===== config.mk =====
export PLATFORM = sky130hd
export DESIGN_NAME = swerve_drive_inverse_kinematics
export DESIGN_NICKNAME = d
export VERILOG_FILES = /design/src/rtl/sdik_pkg.sv /design/src/rtl/sdik_dp.sv /design/src/rtl/sdik_ctrl.sv /design/src/rtl/swerve_drive_inverse_kinematics.sv
export SDC_FILE = /design/constraint.sdc
export NUM_CORES = 2
export LEC_CHECK = 0
export ABC_AREA = 1
export BUFFER_PORTS_ARGS = -buffer_cell sky130_fd_sc_hd__buf_2
export CAP_MARGIN = 20
export CELL_PAD_IN_SITES_DETAIL_PLACEMENT = 1
export CELL_PAD_IN_SITES_GLOBAL_PLACEMENT = 2
export CORE_MARGIN = 4
export CORE_UTILIZATION = 39
export DETAILED_ROUTE_END_ITERATION = 7
export PLACE_DENSITY = 0.86
export SLEW_MARGIN = 20
export SYNTH_ARGS = -nofsm -noshare
export SYNTH_HDL_FRONTEND = slang
export SYNTH_SLANG_ARGS = --single-unit

===== constraint.sdc =====
create_clock -name clk -period 14.67 [get_ports clk]
set_clock_uncertainty 0.15 [all_clocks]
set_input_delay 2.2005 -clock clk [delete_from_list [all_inputs] [get_ports clk]]
set_output_delay 2.2005 -clock clk [all_outputs]
set_load 0.03 [all_outputs]

===== src/rtl/sdik_pkg.sv =====
// Shared types and constants for the swerve drive inverse kinematics block.
// Holds the datapath operation codes, the controller/datapath command and
// status structs, fixed-point widths and the CORDIC arctangent table.
package sdik_pkg;

    // Fixed-point widths
    localparam int XW       = 34;   // CORDIC x/y and velocity words
    localparam int ZW       = 26;   // CORDIC angle, 2^-16 degree
    localparam int ITER_W   = 5;    // step counter, covers up to 24 CORDIC steps
    localparam int MW       = 20;   // second multiplier operand
    localparam int PW       = XW + MW;
    localparam int NUM_W    = 42;   // rpm numerator / divider remainder
    localparam int DIV_BITS = 17;   // quotient bits kept before clamping
    localparam int DEN_W    = 19;   // perimeter * 256

    localparam int CORDIC_ITERS_DEF = 16;
    localparam int NUM_WHEELS       = 4;

    // Constants
    localparam logic signed [MW-1:0] INV_GAIN   = 20'sd39797;
    localparam logic signed [MW-1:0] YAW_TERM_C = 20'sd207053;
    localparam logic signed [ZW-1:0] DEG90_Z    = 26'sd5898240;
    localparam logic signed [16:0]   DEG90      = 17'sd5760;
    localparam logic signed [16:0]   DEG180     = 17'sd11520;
    localparam logic signed [16:0]   DEG360     = 17'sd23040;

    // Configuration register indexes
    localparam logic [1:0] REG_RADIUS    = 2'd0;
    localparam logic [1:0] REG_PERIMETER = 2'd1;
    localparam logic [1:0] REG_DIR_MASK  = 2'd2;
    localparam logic [1:0] REG_GEAR      = 2'd3;

    typedef enum logic [3:0] {
        OP_NONE,
        OP_LOAD,
        OP_PRE,
        OP_ROT,
        OP_GX,
        OP_GY,
        OP_T1,
        OP_T2,
        OP_VLOAD,
        OP_VEC,
        OP_VMAG,
        OP_ANG,
        OP_RMUL,
        OP_RADD,
        OP_DCHK,
        OP_DIV
    } dp_op_t;

    typedef struct packed {
        dp_op_t            op;
        logic              out_load;
        logic [1:0]        wheel;
        logic [ITER_W-1:0] iter;
    } dp_cmd_t;

    typedef struct packed {
        logic out_free;
        logic pre_more;   // rotation angle still beyond +-90 degrees
    } dp_status_t;

    // arctan(2^-i) in 2^-16 degree
    function automatic logic [21:0] atan_lut(input logic [ITER_W-1:0] i);
        logic [21:0] a;
        unique case (i)
            5'd0:  a = 22'd2949120;
            5'd1:  a = 22'd1740967;
            5'd2:  a = 22'd919879;
            5'd3:  a = 22'd466945;
            5'd4:  a = 22'd234379;
            5'd5:  a = 22'd117304;
            5'd6:  a = 22'd58666;
            5'd7:  a = 22'd29335;
            5'd8:  a = 22'd14668;
            5'd9:  a = 22'd7334;
            5'd10: a = 22'd3667;
            5'd11: a = 22'd1833;
            5'd12: a = 22'd917;
            5'd13: a = 22'd458;
            5'd14: a = 22'd229;
            5'd15: a = 22'd115;
            5'd16: a = 22'd57;
            5'd17: a = 22'd29;
            5'd18: a = 22'd14;
            5'd19: a = 22'd7;
            5'd20: a = 22'd4;
            5'd21: a = 22'd2;
            5'd22: a = 22'd1;
            default: a = 22'd0;
        endcase
        return a;
    endfunction

endpackage


===== src/rtl/sdik_dp.sv =====
// Datapath: config registers, shared CORDIC step, shared multiplier,
// restoring divider, per-wheel angle state and the output register.
// Depends on sdik_pkg.
module sdik_dp (
    input  logic                   clk,
    input  logic                   rst_n,
    input  sdik_pkg::dp_cmd_t      cmd,
    output sdik_pkg::dp_status_t   status,
    input  logic signed [15:0]     vel_x,
    input  logic signed [15:0]     vel_y,
    input  logic signed [15:0]     rot_rate,
    input  logic signed [14:0]     yaw_angle,
    input  logic                   cfg_we,
    input  logic [1:0]             cfg_index,
    input  logic [10:0]            cfg_data,
    output logic                   out_valid,
    input  logic                   out_stall,
    output logic [1:0]             wheel_index,
    output logic signed [15:0]     steer_angle,
    output logic signed [15:0]     motor_rpm,
    output logic                   flipped,
    output logic                   saturated,
    output logic                   last
);
    import sdik_pkg::*;

    // Config registers
    logic [9:0]  radius_reg;
    logic [10:0] perim_reg;
    logic [3:0]  dir_reg;
    logic [5:0]  gear_reg;

    // Working registers
    logic signed [15:0]    w_reg;
    logic                  zero_cmd_reg;
    logic signed [XW-1:0]  x_reg, y_reg, x_next, y_next;
    logic signed [ZW-1:0]  z_reg, z_next;
    logic signed [XW-1:0]  cx_reg, cy_reg, t_reg, mag_reg;
    logic signed [26:0]    tr_reg;
    logic                  zero_vec_reg;
    logic signed [15:0]    angraw_reg, ang_reg;
    logic signed [15:0]    last_reg [NUM_WHEELS];
    logic [NUM_WHEELS-1:0] flip_reg;
    logic [NUM_W-1:0]      rem_reg;
    logic [DIV_BITS-1:0]   q_reg;
    logic                  ovf_reg;

    // Output register
    logic                  out_valid_reg;
    logic [1:0]            idx_reg;
    logic signed [15:0]    steer_reg, rpm_reg;
    logic                  flip_out_reg, sat_reg, last_out_reg;

    // Shared multiplier
    logic signed [XW-1:0]  mul_a;
    logic signed [MW-1:0]  mul_b;
    logic signed [PW-1:0]  prod, prod_sh;
    logic [11:0]           gear60;

    assign gear60 = {gear_reg, 6'b0} - {4'b0, gear_reg, 2'b0};

    always_comb
    begin
        mul_a = '0;
        mul_b = '0;
        unique case (cmd.op)
            OP_GX, OP_VMAG:
            begin
                mul_a = x_reg;
                mul_b = INV_GAIN;
            end
            OP_GY:
            begin
                mul_a = y_reg;
                mul_b = INV_GAIN;
            end
            OP_T1:
            begin
                mul_a = XW'(w_reg);
                mul_b = MW'($signed({1'b0, radius_reg}));
            end
            OP_T2:
            begin
                mul_a = XW'(tr_reg);
                mul_b = YAW_TERM_C;
            end
            OP_RMUL:
            begin
                mul_a = mag_reg;
                mul_b = MW'($signed({1'b0, gear60}));
            end
            default:
            begin
                mul_a = '0;
                mul_b = '0;
            end
        endcase
    end

    assign prod    = PW'(mul_a) * PW'(mul_b);
    assign prod_sh = prod >>> 16;

    // CORDIC micro-rotation, shared by rotation and vectoring
    logic signed [XW-1:0] dx, dy;
    logic signed [ZW-1:0] atan_z;
    logic                 dir_pos;

    assign dx      = y_reg >>> cmd.iter;
    assign dy      = x_reg >>> cmd.iter;
    assign atan_z  = ZW'($signed({1'b0, atan_lut(cmd.iter)}));
    assign dir_pos = (cmd.op == OP_ROT) ? !z_reg[ZW-1] : y_reg[XW-1];

    // Wheel vector: module offsets at 45 degrees
    logic signed [XW-1:0] ax, ay;
    logic                 sx_neg, sy_neg;

    assign sx_neg = (cmd.wheel == 2'd0) || (cmd.wheel == 2'd1);
    assign sy_neg = (cmd.wheel == 2'd0) || (cmd.wheel == 2'd3);
    assign ax     = sx_neg ? (cx_reg - t_reg) : (cx_reg + t_reg);
    assign ay     = sy_neg ? (cy_reg - t_reg) : (cy_reg + t_reg);

    // x/y/z next value
    always_comb
    begin
        x_next = x_reg;
        y_next = y_reg;
        z_next = z_reg;
        unique case (cmd.op)
            OP_LOAD:
            begin
                x_next = XW'($signed({vel_x, 8'b0}));
                y_next = XW'($signed({vel_y, 8'b0}));
                z_next = -(ZW'(yaw_angle) <<< 10);
            end
            OP_PRE:
            begin
                if (z_reg > DEG90_Z)
                begin
                    x_next = -y_reg;
                    y_next = x_reg;
                    z_next = z_reg - DEG90_Z;
                end
                else if (z_reg < -DEG90_Z)
                begin
                    x_next = y_reg;
                    y_next = -x_reg;
                    z_next = z_reg + DEG90_Z;
                end
            end
            OP_ROT, OP_VEC:
            begin
                if (dir_pos)
                begin
                    x_next = x_reg - dx;
                    y_next = y_reg + dy;
                    z_next = z_reg - atan_z;
                end
                else
                begin
                    x_next = x_reg + dx;
                    y_next = y_reg - dy;
                    z_next = z_reg + atan_z;
                end
            end
            OP_VLOAD:
            begin
                if (ax[XW-1] && !ay[XW-1])
                begin
                    x_next = ay;
                    y_next = -ax;
                    z_next = DEG90_Z;
                end
                else if (ax[XW-1])
                begin
                    x_next = -ay;
                    y_next = ax;
                    z_next = -DEG90_Z;
                end
                else
                begin
                    x_next = ax;
                    y_next = ay;
                    z_next = '0;
                end
            end
            default:
            begin
                x_next = x_reg;
            end
        endcase
    end

    // Steering angle update with 180 degree flip
    logic signed [ZW-1:0] zr;
    logic signed [16:0]   diff, fv, fw;
    logic signed [15:0]   last_cur;

    assign zr       = (z_reg + ZW'(512)) >>> 10;
    assign last_cur = last_reg[cmd.wheel];
    assign diff     = 17'(angraw_reg) - 17'(last_cur);

    always_comb
    begin
        fv = (diff > DEG90) ? (17'(angraw_reg) - DEG180) : (17'(angraw_reg) + DEG180);
        if (fv >= DEG360)
        begin
            fw = fv - DEG360;
        end
        else if (fv <= -DEG360)
        begin
            fw = fv + DEG360;
        end
        else
        begin
            fw = fv;
        end
    end

    // Divider
    logic [DEN_W-1:0] den;
    logic [NUM_W-1:0] den_sh;
    logic [ITER_W-1:0] sh;

    assign den    = {(perim_reg == 11'd0) ? 11'd1 : perim_reg, 8'b0};
    assign sh     = ITER_W'(DIV_BITS - 1) - cmd.iter;
    assign den_sh = NUM_W'(den) << sh;

    // Final rpm with sign and clamp
    logic               rpm_neg;
    logic signed [15:0] rpm_val;
    logic               rpm_sat;

    assign rpm_neg = !dir_reg[cmd.wheel] ^ flip_reg[cmd.wheel];

    always_comb
    begin
        if (!rpm_neg)
        begin
            rpm_sat = ovf_reg || (q_reg > 17'd32767);
            rpm_val = rpm_sat ? 16'sh7FFF : $signed(q_reg[15:0]);
        end
        else
        begin
            rpm_sat = ovf_reg || (q_reg > 17'd32768);
            rpm_val = rpm_sat ? 16'sh8000 : -$signed(q_reg[15:0]);
        end
    end

    assign status.out_free = !out_valid_reg || !out_stall;
    assign status.pre_more = (z_reg > DEG90_Z) || (z_reg < -DEG90_Z);

    // Config registers and angle state
    always_ff @(posedge clk or negedge rst_n)
    begin
        if (!rst_n)
        begin
            radius_reg <= 10'd300;
            perim_reg  <= 11'd478;
            dir_reg    <= 4'hF;
            gear_reg   <= 6'd19;
            flip_reg   <= '0;
            for (int i = 0; i < NUM_WHEELS; i++)
            begin
                last_reg[i] <= '0;
            end
        end
        else
        begin
            if (cfg_we)
            begin
                unique case (cfg_index)
                    REG_RADIUS:    radius_reg <= cfg_data[9:0];
                    REG_PERIMETER: perim_reg  <= cfg_data;
                    REG_DIR_MASK:  dir_reg    <= cfg_data[3:0];
                    REG_GEAR:      gear_reg   <= cfg_data[5:0];
                endcase
            end
            if (cmd.op == OP_ANG && !zero_cmd_reg)
            begin
                if (diff > DEG90 || diff < -DEG90)
                begin
                    last_reg[cmd.wheel] <= fw[15:0];
                    flip_reg[cmd.wheel] <= 1'b1;
                end
                else
                begin
                    last_reg[cmd.wheel] <= angraw_reg;
                    flip_reg[cmd.wheel] <= 1'b0;
                end
            end
        end
    end

    // Working registers (no reset needed)
    always_ff @(posedge clk)
    begin
        x_reg <= x_next;
        y_reg <= y_next;
        z_reg <= z_next;
        unique case (cmd.op)
            OP_LOAD:
            begin
                w_reg        <= rot_rate;
                zero_cmd_reg <= (vel_x == 16'sd0) && (vel_y == 16'sd0) && (rot_rate == 16'sd0);
            end
            OP_GX:    cx_reg <= prod_sh[XW-1:0];
            OP_GY:    cy_reg <= prod_sh[XW-1:0];
            OP_T1:    tr_reg <= prod[26:0];
            OP_T2:    t_reg  <= prod_sh[XW-1:0];
            OP_VLOAD: zero_vec_reg <= (ax == '0) && (ay == '0);
            OP_VMAG:
            begin
                if (zero_vec_reg || prod_sh[PW-1])
                begin
                    mag_reg <= '0;
                end
                else
                begin
                    mag_reg <= prod_sh[XW-1:0];
                end
                angraw_reg <= zero_vec_reg ? 16'sd0 : zr[15:0];
            end
            OP_ANG:
            begin
                if (zero_cmd_reg)
                begin
                    ang_reg <= last_cur;
                end
                else if (diff > DEG90 || diff < -DEG90)
                begin
                    ang_reg <= fw[15:0];
                end
                else
                begin
                    ang_reg <= angraw_reg;
                end
            end
            OP_RMUL:  rem_reg <= prod[NUM_W-1:0];
            OP_RADD:  rem_reg <= rem_reg + NUM_W'({perim_reg == 11'd0 ? 11'd1 : perim_reg, 7'b0});
            OP_DCHK:
            begin
                ovf_reg <= (rem_reg >> DIV_BITS) >= NUM_W'(den);
                q_reg   <= '0;
            end
            OP_DIV:
            begin
                if (rem_reg >= den_sh)
                begin
                    rem_reg <= rem_reg - den_sh;
                    q_reg   <= {q_reg[DIV_BITS-2:0], 1'b1};
                end
                else
                begin
                    q_reg   <= {q_reg[DIV_BITS-2:0], 1'b0};
                end
            end
            default:
            begin
                ovf_reg <= ovf_reg;
            end
        endcase
    end

    // Output register
    always_ff @(posedge clk or negedge rst_n)
    begin
        if (!rst_n)
        begin
            out_valid_reg <= 1'b0;
        end
        else if (cmd.out_load)
        begin
            out_valid_reg <= 1'b1;
        end
        else if (!out_stall)
        begin
            out_valid_reg <= 1'b0;
        end
    end

    always_ff @(posedge clk)
    begin
        if (cmd.out_load)
        begin
            idx_reg      <= cmd.wheel;
            steer_reg    <= ang_reg;
            rpm_reg      <= rpm_val;
            flip_out_reg <= flip_reg[cmd.wheel];
            sat_reg      <= rpm_sat;
            last_out_reg <= (cmd.wheel == 2'd3);
        end
    end

    assign out_valid   = out_valid_reg;
    assign wheel_index = idx_reg;
    assign steer_angle = steer_reg;
    assign motor_rpm   = rpm_reg;
    assign flipped     = flip_out_reg;
    assign saturated   = sat_reg;
    assign last        = last_out_reg;

    // Checks
    a_out_load: assert property (@(posedge clk) disable iff (!rst_n)
        cmd.out_load |=> out_valid_reg)
        else $error("result load did not raise out_valid");

    a_sat_value: assert property (@(posedge clk) disable iff (!rst_n)
        (out_valid_reg && sat_reg) |-> (rpm_reg == 16'sh7FFF || rpm_reg == 16'sh8000))
        else $error("saturated result not at a rail");

    a_last_idx: assert property (@(posedge clk) disable iff (!rst_n)
        (out_valid_reg && last_out_reg) |-> (idx_reg == 2'd3))
        else $error("last set on a wheel other than the fourth");

endmodule


===== src/rtl/sdik_ctrl.sv =====
// Sequencer for the swerve kinematics datapath: steps one request through
// rotation, yaw term, and four wheels of vectoring, rpm divide and output.
// Depends on sdik_pkg.
module sdik_ctrl #(
    parameter int CORDIC_ITERS = sdik_pkg::CORDIC_ITERS_DEF
) (
    input  logic                 clk,
    input  logic                 rst_n,
    input  logic                 in_valid,
    output logic                 in_stall,
    input  sdik_pkg::dp_status_t status,
    output sdik_pkg::dp_cmd_t    cmd
);
    import sdik_pkg::*;

    typedef enum logic [3:0] {
        S_IDLE,
        S_PRE,
        S_ROT,
        S_GX,
        S_GY,
        S_T1,
        S_T2,
        S_VLOAD,
        S_VEC,
        S_VMAG,
        S_ANG,
        S_RMUL,
        S_RADD,
        S_DCHK,
        S_DIV,
        S_OUT
    } state_t;

    localparam logic [ITER_W-1:0] ITER_LAST = ITER_W'(CORDIC_ITERS - 1);
    localparam logic [ITER_W-1:0] DIV_LAST  = ITER_W'(DIV_BITS - 1);

    state_t            state_reg;
    logic [ITER_W-1:0] iter_reg;
    logic [1:0]        wheel_reg;

    // Command decode
    always_comb
    begin
        cmd.wheel    = wheel_reg;
        cmd.iter     = iter_reg;
        cmd.out_load = 1'b0;
        unique case (state_reg)
            S_IDLE:  cmd.op = in_valid ? OP_LOAD : OP_NONE;
            S_PRE:   cmd.op = OP_PRE;
            S_ROT:   cmd.op = OP_ROT;
            S_GX:    cmd.op = OP_GX;
            S_GY:    cmd.op = OP_GY;
            S_T1:    cmd.op = OP_T1;
            S_T2:    cmd.op = OP_T2;
            S_VLOAD: cmd.op = OP_VLOAD;
            S_VEC:   cmd.op = OP_VEC;
            S_VMAG:  cmd.op = OP_VMAG;
            S_ANG:   cmd.op = OP_ANG;
            S_RMUL:  cmd.op = OP_RMUL;
            S_RADD:  cmd.op = OP_RADD;
            S_DCHK:  cmd.op = OP_DCHK;
            S_DIV:   cmd.op = OP_DIV;
            S_OUT:
            begin
                cmd.op       = OP_NONE;
                cmd.out_load = status.out_free;
            end
        endcase
    end

    assign in_stall = (state_reg != S_IDLE);

    // State and counters
    always_ff @(posedge clk or negedge rst_n)
    begin
        if (!rst_n)
        begin
            state_reg <= S_IDLE;
            iter_reg  <= '0;
            wheel_reg <= '0;
        end
        else
        begin
            unique case (state_reg)
                S_IDLE:
                begin
                    if (in_valid)
                    begin
                        state_reg <= S_PRE;
                    end
                end
                S_PRE:
                begin
                    // one 90 degree step per cycle until the angle is in range
                    iter_reg <= '0;
                    if (!status.pre_more)
                    begin
                        state_reg <= S_ROT;
                    end
                end
                S_ROT:
                begin
                    iter_reg <= iter_reg + 1'b1;
                    if (iter_reg == ITER_LAST)
                    begin
                        state_reg <= S_GX;
                    end
                end
                S_GX: state_reg <= S_GY;
                S_GY: state_reg <= S_T1;
                S_T1: state_reg <= S_T2;
                S_T2:
                begin
                    wheel_reg <= '0;
                    state_reg <= S_VLOAD;
                end
                S_VLOAD:
                begin
                    iter_reg  <= '0;
                    state_reg <= S_VEC;
                end
                S_VEC:
                begin
                    iter_reg <= iter_reg + 1'b1;
                    if (iter_reg == ITER_LAST)
                    begin
                        state_reg <= S_VMAG;
                    end
                end
                S_VMAG: state_reg <= S_ANG;
                S_ANG:  state_reg <= S_RMUL;
                S_RMUL: state_reg <= S_RADD;
                S_RADD: state_reg <= S_DCHK;
                S_DCHK:
                begin
                    iter_reg  <= '0;
                    state_reg <= S_DIV;
                end
                S_DIV:
                begin
                    iter_reg <= iter_reg + 1'b1;
                    if (iter_reg == DIV_LAST)
                    begin
                        state_reg <= S_OUT;
                    end
                end
                S_OUT:
                begin
                    if (status.out_free)
                    begin
                        if (wheel_reg == 2'd3)
                        begin
                            state_reg <= S_IDLE;
                        end
                        else
                        begin
                            wheel_reg <= wheel_reg + 1'b1;
                            state_reg <= S_VLOAD;
                        end
                    end
                end
            endcase
        end
    end

    // Checks
    a_accept_busy: assert property (@(posedge clk) disable iff (!rst_n)
        (in_valid && !in_stall) |=> (state_reg == S_PRE))
        else $error("accepted request did not start the sequence");

    a_out_only_in_out: assert property (@(posedge clk) disable iff (!rst_n)
        cmd.out_load |-> (state_reg == S_OUT))
        else $error("result load outside output state");

    a_run_end: assert property (@(posedge clk) disable iff (!rst_n)
        (state_reg == S_OUT && status.out_free && wheel_reg == 2'd3) |=> (state_reg == S_IDLE))
        else $error("sequence did not end after the fourth wheel");

endmodule


===== src/rtl/swerve_drive_inverse_kinematics.sv =====
// Four-wheel swerve inverse kinematics: top level joining sequencer and datapath.
// Depends on sdik_pkg, sdik_ctrl and sdik_dp.
//
// One request (vel_x, vel_y in mm/s, rot_rate in deg/s, yaw_angle in 1/64 deg)
// yields four results, wheels 0..3, the last with "last" set. A yaw beyond 90
// degrees takes one 90 degree prerotation step before the CORDIC rotation, a
// yaw beyond 180 degrees takes two. One shared CORDIC unit runs a rotation
// pass and four vectoring passes one step a cycle, and a 17-step restoring
// divider forms each wheel's rpm. in_stall stays high until the fourth result
// is loaded into the output register, and the next request can be accepted
// in the cycle after; the output register lets the next request be taken
// while that result still waits. Configuration writes take effect on the
// next request and must be made while the block is idle.
module swerve_drive_inverse_kinematics #(
    parameter int CORDIC_ITERS = sdik_pkg::CORDIC_ITERS_DEF
) (
    input  logic               clk,
    input  logic               rst_n,
    input  logic               in_valid,
    output logic               in_stall,
    input  logic signed [15:0] vel_x,
    input  logic signed [15:0] vel_y,
    input  logic signed [15:0] rot_rate,
    input  logic signed [14:0] yaw_angle,
    output logic               out_valid,
    input  logic               out_stall,
    output logic [1:0]         wheel_index,
    output logic signed [15:0] steer_angle,
    output logic signed [15:0] motor_rpm,
    output logic               flipped,
    output logic               saturated,
    output logic               last,
    input  logic               cfg_we,
    input  logic [1:0]         cfg_index,
    input  logic [10:0]        cfg_data
);
    import sdik_pkg::*;

    dp_cmd_t    cmd;
    dp_status_t status;

    sdik_ctrl #(
        .CORDIC_ITERS (CORDIC_ITERS)
    ) u_ctrl (
        .clk      (clk),
        .rst_n    (rst_n),
        .in_valid (in_valid),
        .in_stall (in_stall),
        .status   (status),
        .cmd      (cmd)
    );

    sdik_dp u_dp (
        .clk         (clk),
        .rst_n       (rst_n),
        .cmd         (cmd),
        .status      (status),
        .vel_x       (vel_x),
        .vel_y       (vel_y),
        .rot_rate    (rot_rate),
        .yaw_angle   (yaw_angle),
        .cfg_we      (cfg_we),
        .cfg_index   (cfg_index),
        .cfg_data    (cfg_data),
        .out_valid   (out_valid),
        .out_stall   (out_stall),
        .wheel_index (wheel_index),
        .steer_angle (steer_angle),
        .motor_rpm   (motor_rpm),
        .flipped     (flipped),
        .saturated   (saturated),
        .last        (last)
    );

endmodule


# Yosys cells after proc, flatten, opt, wreduce, memory -nomap -nowiden
# Memories as Yosys holds them, arrays and structs flattened.
# Index checks and enable logic that the tools add are counted.
# totals
register_bits	515
rom_bits	704
input_bits	81
output_inout_bits	39
elab_cells	254
memories	1
# op_classes
add_sub_neg	30
n_mul	1
magnitude_cmp	14
n_eq_ne	47
shifts	3
n_mux	69
n_bitwise	5
n_reduce_logical	49
# memory_table
name	depth	width	rd	rd_clocked_by_memory_dff	wr	line	source
(name not given)	32	22	1	0	0	sdik_pkg.sv:67	unique case (i)
# op_table
cell	count
$mux 34	12
$pmux 34 s4	2
$pmux 34 s5	1
$mux 16	10
$add 34x34->34	4
$neg 34->34	4
$sub 34x34->34	4
$mux 26	5
$bwmux 64	2
$pmux 4 s16	2
$pmux 42 s3	1
$pmux 26 s4	1
$pmux 18 s4	1
$logic_not 34->1	2
$sshr 34x5->34	2
$eq 4x4->1 const B	16
$mux 64	1
$mul 34x19->53	1
$logic_not 16->1	3
$add 42x18->42	1
$ge 42x42->1	1
$mux 42	1
$shl 19x5->42	1
$sub 42x42->42	1
other kinds (71)	139

# Depth between registers and ports, before layout
# depth
ltp_word	12
ltp_mapped	43
ltp_nobuf	42

# Cells and area by module
# From an unflattened synthesis, not the netlist that was laid out.
# unflattened
hier_cells	10403
area_unflattened_um2	71762.6
# modules_own_cells
module	n_inst	cells_per_inst	area_each_um2	seq_area_each_um2
sdik_dp	1	10286	70976.8	14506.4
sdik_ctrl	1	117	785.8	275.3

# Least setup slack after synthesis
# OpenSTA, ideal clock, no wires.
# synth_timing
kind	flip-flop to flip-flop
startpoint	reg u_ctrl.state_reg[2]
endpoint	reg u_dp.mag_reg[10], data pin
setup_time_ps	261
arrival_ps	9738
required_time_ps	14259
setup_slack_ps	4521
path_stages_with_launch	40
n_path_buf	2
period_less_slack_ps	10149
cell_sequence	dfrtp_1 -> inv_1 -> nand2_1 -> nor2_1 -> nor2_1 -> inv_1 -> nor2_1 -> inv_1 -> nor2_1 -> o211ai_1 -> clkbuf_1 -> nand2_1 -> fa_1 -> inv_1 -> fa_1 -> inv_1 -> fa_1 -> inv_1 -> (+4 left out) -> inv_1 -> ha_1 -> nand2_1 -> nor3_1 -> nand2_1 -> nand3_1 -> a21boi_1 -> o21ai_1 -> a21oi_1 -> o21ai_1 -> a21boi_1 -> o21bai_1 -> nand3_1 -> nand2_1 -> a21oi_1 -> o21ai_2 -> buf_4 -> nor2_1
# synth_via
elab_chain_len	7
elab_cells_between_ends	29
cone_classes	1 x mul; 21 x eq/ne; 3 x mux; 4 x reduce/logical
# synth_rtl
item	line	source
from (decl)	sdik_ctrl.sv:38	state_t state_reg;
from (signal assigned)	sdik_ctrl.sv:79	state_reg <= S_IDLE;
from (signal assigned)	sdik_ctrl.sv:90	state_reg <= S_PRE;
from (signal assigned)	sdik_ctrl.sv:99	state_reg <= S_ROT;
$eq 4x4->1 (tied with other cells)	sdik_ctrl.sv:48	unique case (state_reg)
$pmux 4 s16 *	sdik_ctrl.sv:48	
$eq 4x3->1 or $eq 4x4->1 (tied branches)	sdik_dp.sv:66	unique case (cmd.op)
$reduce_or 3->1 (no line) or $reduce_or 2->1 (tied branches)	-	
$pmux 18 s4 or $pmux 34 s5 (tied branches)	sdik_dp.sv:66	
$mul 34x19->53 *	sdik_dp.sv:100	assign prod = PW'(mul_a) * PW'(mul_b);
$logic_or 1x1->1	sdik_dp.sv:313	if (zero_vec_reg || prod_sh[PW-1])
to (signal assigned)	sdik_dp.sv:319	mag_reg <= prod_sh[XW-1:0];
to (decl)	sdik_dp.sv:38	logic signed [XW-1:0] cx_reg, cy_reg, t_reg, mag_reg;
# Mark *: on every way between the ends. The rest lies on a longest branch, timed or not.
# A chain may end at the register's enable or synchronous reset.

# Worst setup path in the final report
# Ends and elaborated chain as after synthesis.

==> reports/metrics.yaml <==
critical_path.startpoint_type: "flop"
detail_route.drc_violations: 0
grt-ovfl-total: 0
finish.net_count: 10600
sequential_share_of_the_synthesized_area_pct: 21.6
met3_wl_mm: 19.6
cts_tree: "yes"
floorplan.die.width_microns: 427
fraction_of_final_layout_cells_sized_beyond_drive_strength_1_pct: 5.71
firstDrtPassIters: 6
number_of_cells_on_the_worst_hold_path: 0
cts.sink_count: 511
fillCellCount: 22100
rsz0062_at_grt: "no"
rr_worst_depth: 42
slew-limit-headroom_pct: 24.1
port-buffer-count: 119
rr_endpoint: "u_dp.mag_reg[10]$_SDFFCE_PP0N_"
drt-total-wl_mm: 314
min-delay-start: "u_dp.ang_reg[4]$_DFFE_PN_"
num_vias: 67600
placement_setup_slack_ns: 3.44
detail-route-antenna-nets: 0
layout_commonest_cell: "nand2_1"
period_needed_ns: 11.42
critical_path_required_ns: 14.91
cts_resized: 0
critPathKind: "reg2reg"
route.layer.met1.wl_mm: 129
io_pins: 120
avgSynthCellArea_sq_um: 7.21
critical_path.max_fanout: 51
slew_worst_pin_ns: 1.13
floorplan.initialDensity_pct: 39.3
cts.root.buffer_cell: "clkbuf_16"
syn-instance-count: 9508
arrival_ns: 11.66
yosys.cell_types.count: 87
dieArea_sq_um: 182000
crit_path_end_kind: "flop"
worst-r2r-setup-slack_ns: 3.25
cts_inserted_buffers: 69
core_box_area_sq_um: 174000
pin_count_of_the_biggest_net_entering_global_routing: 86
synth-main-ff-cell: "edfxtp_1"
clk_transition_reported_paths_ns: 0.06
rows: 153
hp-class: "reg2reg"
total_negative_slack_ns: 0
post_cts_hold_buffer_count: 0
cap_violations: 0
starting_drc_count_in_detailed_routing: 5452
number_of_antenna_violations_at_the_first_check_in_global_routing: 14
vias_per_cell: 5.68
layout.cells.most_common_list: "2077 x nand2_1, 1772 x inv_1, 804 x nor2_1, 762 x o21ai_0, 590 x a21oi_1"
grt_use_total_pct: 34.0
post_cts.repair.setup_buffers: 0
cp_slowest_cell: "fa_1"
post-route-period-util_pct: 77.8
number_of_levels_in_the_clock_h_tree: 3
status: "finished, final reports clean"
yosys_warnings: 0
clk_latency_ns: 0.75
final_hold_viol_count: 0
top_layer_used: "met5"
wl_met2_mm: 144
final_area_sq_um: 74100
area_delta_synth_final_pct: 8.07
cp_max_stage_delay_ns: 0.55
hpwlAfterDp_mm: 260
grt_pass1_wl_mm: 461
floorplan.die.height_microns: 427
gp_routability_congestion: 1.03
post_dp_cell_area_sq_um: 71700
path_common_cell: "inv_1"
final_max_slew_viol_count: 0
setup_slack_ns: 3.25
worst_r2r_startpoint: "u_ctrl.state_reg[2]$_DFFE_PN0P_"
syn_area_sq_um: 68500
number_of_endpoints_failing_setup_at_the_final_stage: 0
synth_async_sr_flop_share_pct: 21.7
crit_buf_inv: 13
wl_per_cell_microns: 26.4
cts_buffer_depth: 3
worst_hold_path.endpoint: "u_dp.steer_angle[4]$_DFFE_PP_"
synth_seq_cells: 511
largest_reg_flops: 65
synth-edff-count: 400
cp_top_family: "adder cells"
max_freq_mhz: 87.6
grt_pass1_vias: 69800
==> cell usage after synthesis (all sizes together) (101+ instances only) <==
master | instances | share of area [%]
ha | 424 | 7.7
a21oi | 600 | 4.4
buf | 101 | 0.89
nor3 | 126 | 0.99
o21ai | 834 | 6.1
nor2 | 840 | 4.7
nand4 | 142 | 1.3
nand2 | 2091 | 12
nand3 | 371 | 2.8
fa | 556 | 16
xor2 | 213 | 2.8
clkbuf | 192 | 1.1
inv | 1787 | 9.8
edfxtp | 400 | 18
==> layout make-up <==
class                      count  area (sq um)  area share, %
multi-input combinational   6900         45800           61.9
clock buffer                  85          1860           2.51
inverter                    1806          6780           9.16
sequential                   511         14800           20.0
tap                         2325          2910           3.93
antenna                        7          17.5         0.0237
timing repair buffer         220          1360           1.83
clock inverter                43           503          0.679
==> routing by layer <==
| layer | vias up | track usage (%) |
|---|---|---|
| li1 | 30700 | - |
| met5 | - | 0 |
| met4 | 8 | 19.1 |
| met3 | 614 | 4.56 |
| met1 | 34000 | 43.5 |
| met2 | 2233 | 55.5 |
==> worst max path at each step <==
| stage | slack, ns | cells past startpoint | startpoint | end |
|---|---|---|---|---|
| 5_1_grt | 2.77 | 43 | u_ctrl.state_reg[0]$_DFFE_PN0P_ | u_dp.mag_reg[10]$_SDFFCE_PP0N_ |
| 3_3_place_gp | 3.68 | 42 | u_ctrl.state_reg[2]$_DFFE_PN0P_ | u_dp.mag_reg[4]$_SDFFCE_PP0N_ |
| 4_1_cts | 3.40 | 42 | u_ctrl.state_reg[2]$_DFFE_PN0P_ | u_dp.mag_reg[10]$_SDFFCE_PP0N_ |
| 3_5_place_dp | 3.44 | 42 | u_ctrl.state_reg[2]$_DFFE_PN0P_ | u_dp.mag_reg[10]$_SDFFCE_PP0N_ |
| 6_report | 3.25 | 42 | u_ctrl.state_reg[2]$_DFFE_PN0P_ | u_dp.mag_reg[10]$_SDFFCE_PP0N_ |
| 2_1_floorplan | 4.52 | 39 | u_ctrl.state_reg[2]$_DFFE_PN0P_ | u_dp.mag_reg[10]$_SDFFCE_PP0N_ |
==> per-stage QoR <==
stage	util (%)	hold slack, ns	std cells
3_3_place_gp	41.1	0.252	11800
4_1_cts	42.5	0.273	11900
3_5_place_dp	41.1	0.258	11800
6_report	42.5	0.271	11900
5_1_grt	42.5	0.277	11900
2_1_floorplan	-	0.250	9512
==> cells by family after synthesis <==
kind of cell,share of synthesized area [%]
compound gates,15.0
xor+xnor,3.75
fa+ha+maj,24.0
buf+inv,11.9
flops,21.6
mux,0.672
other cells,0.00547
simple gates,23.1
Power is not shown: default switching activity piles up to over one toggle a cycle in this logic, so the estimate is an artifact.
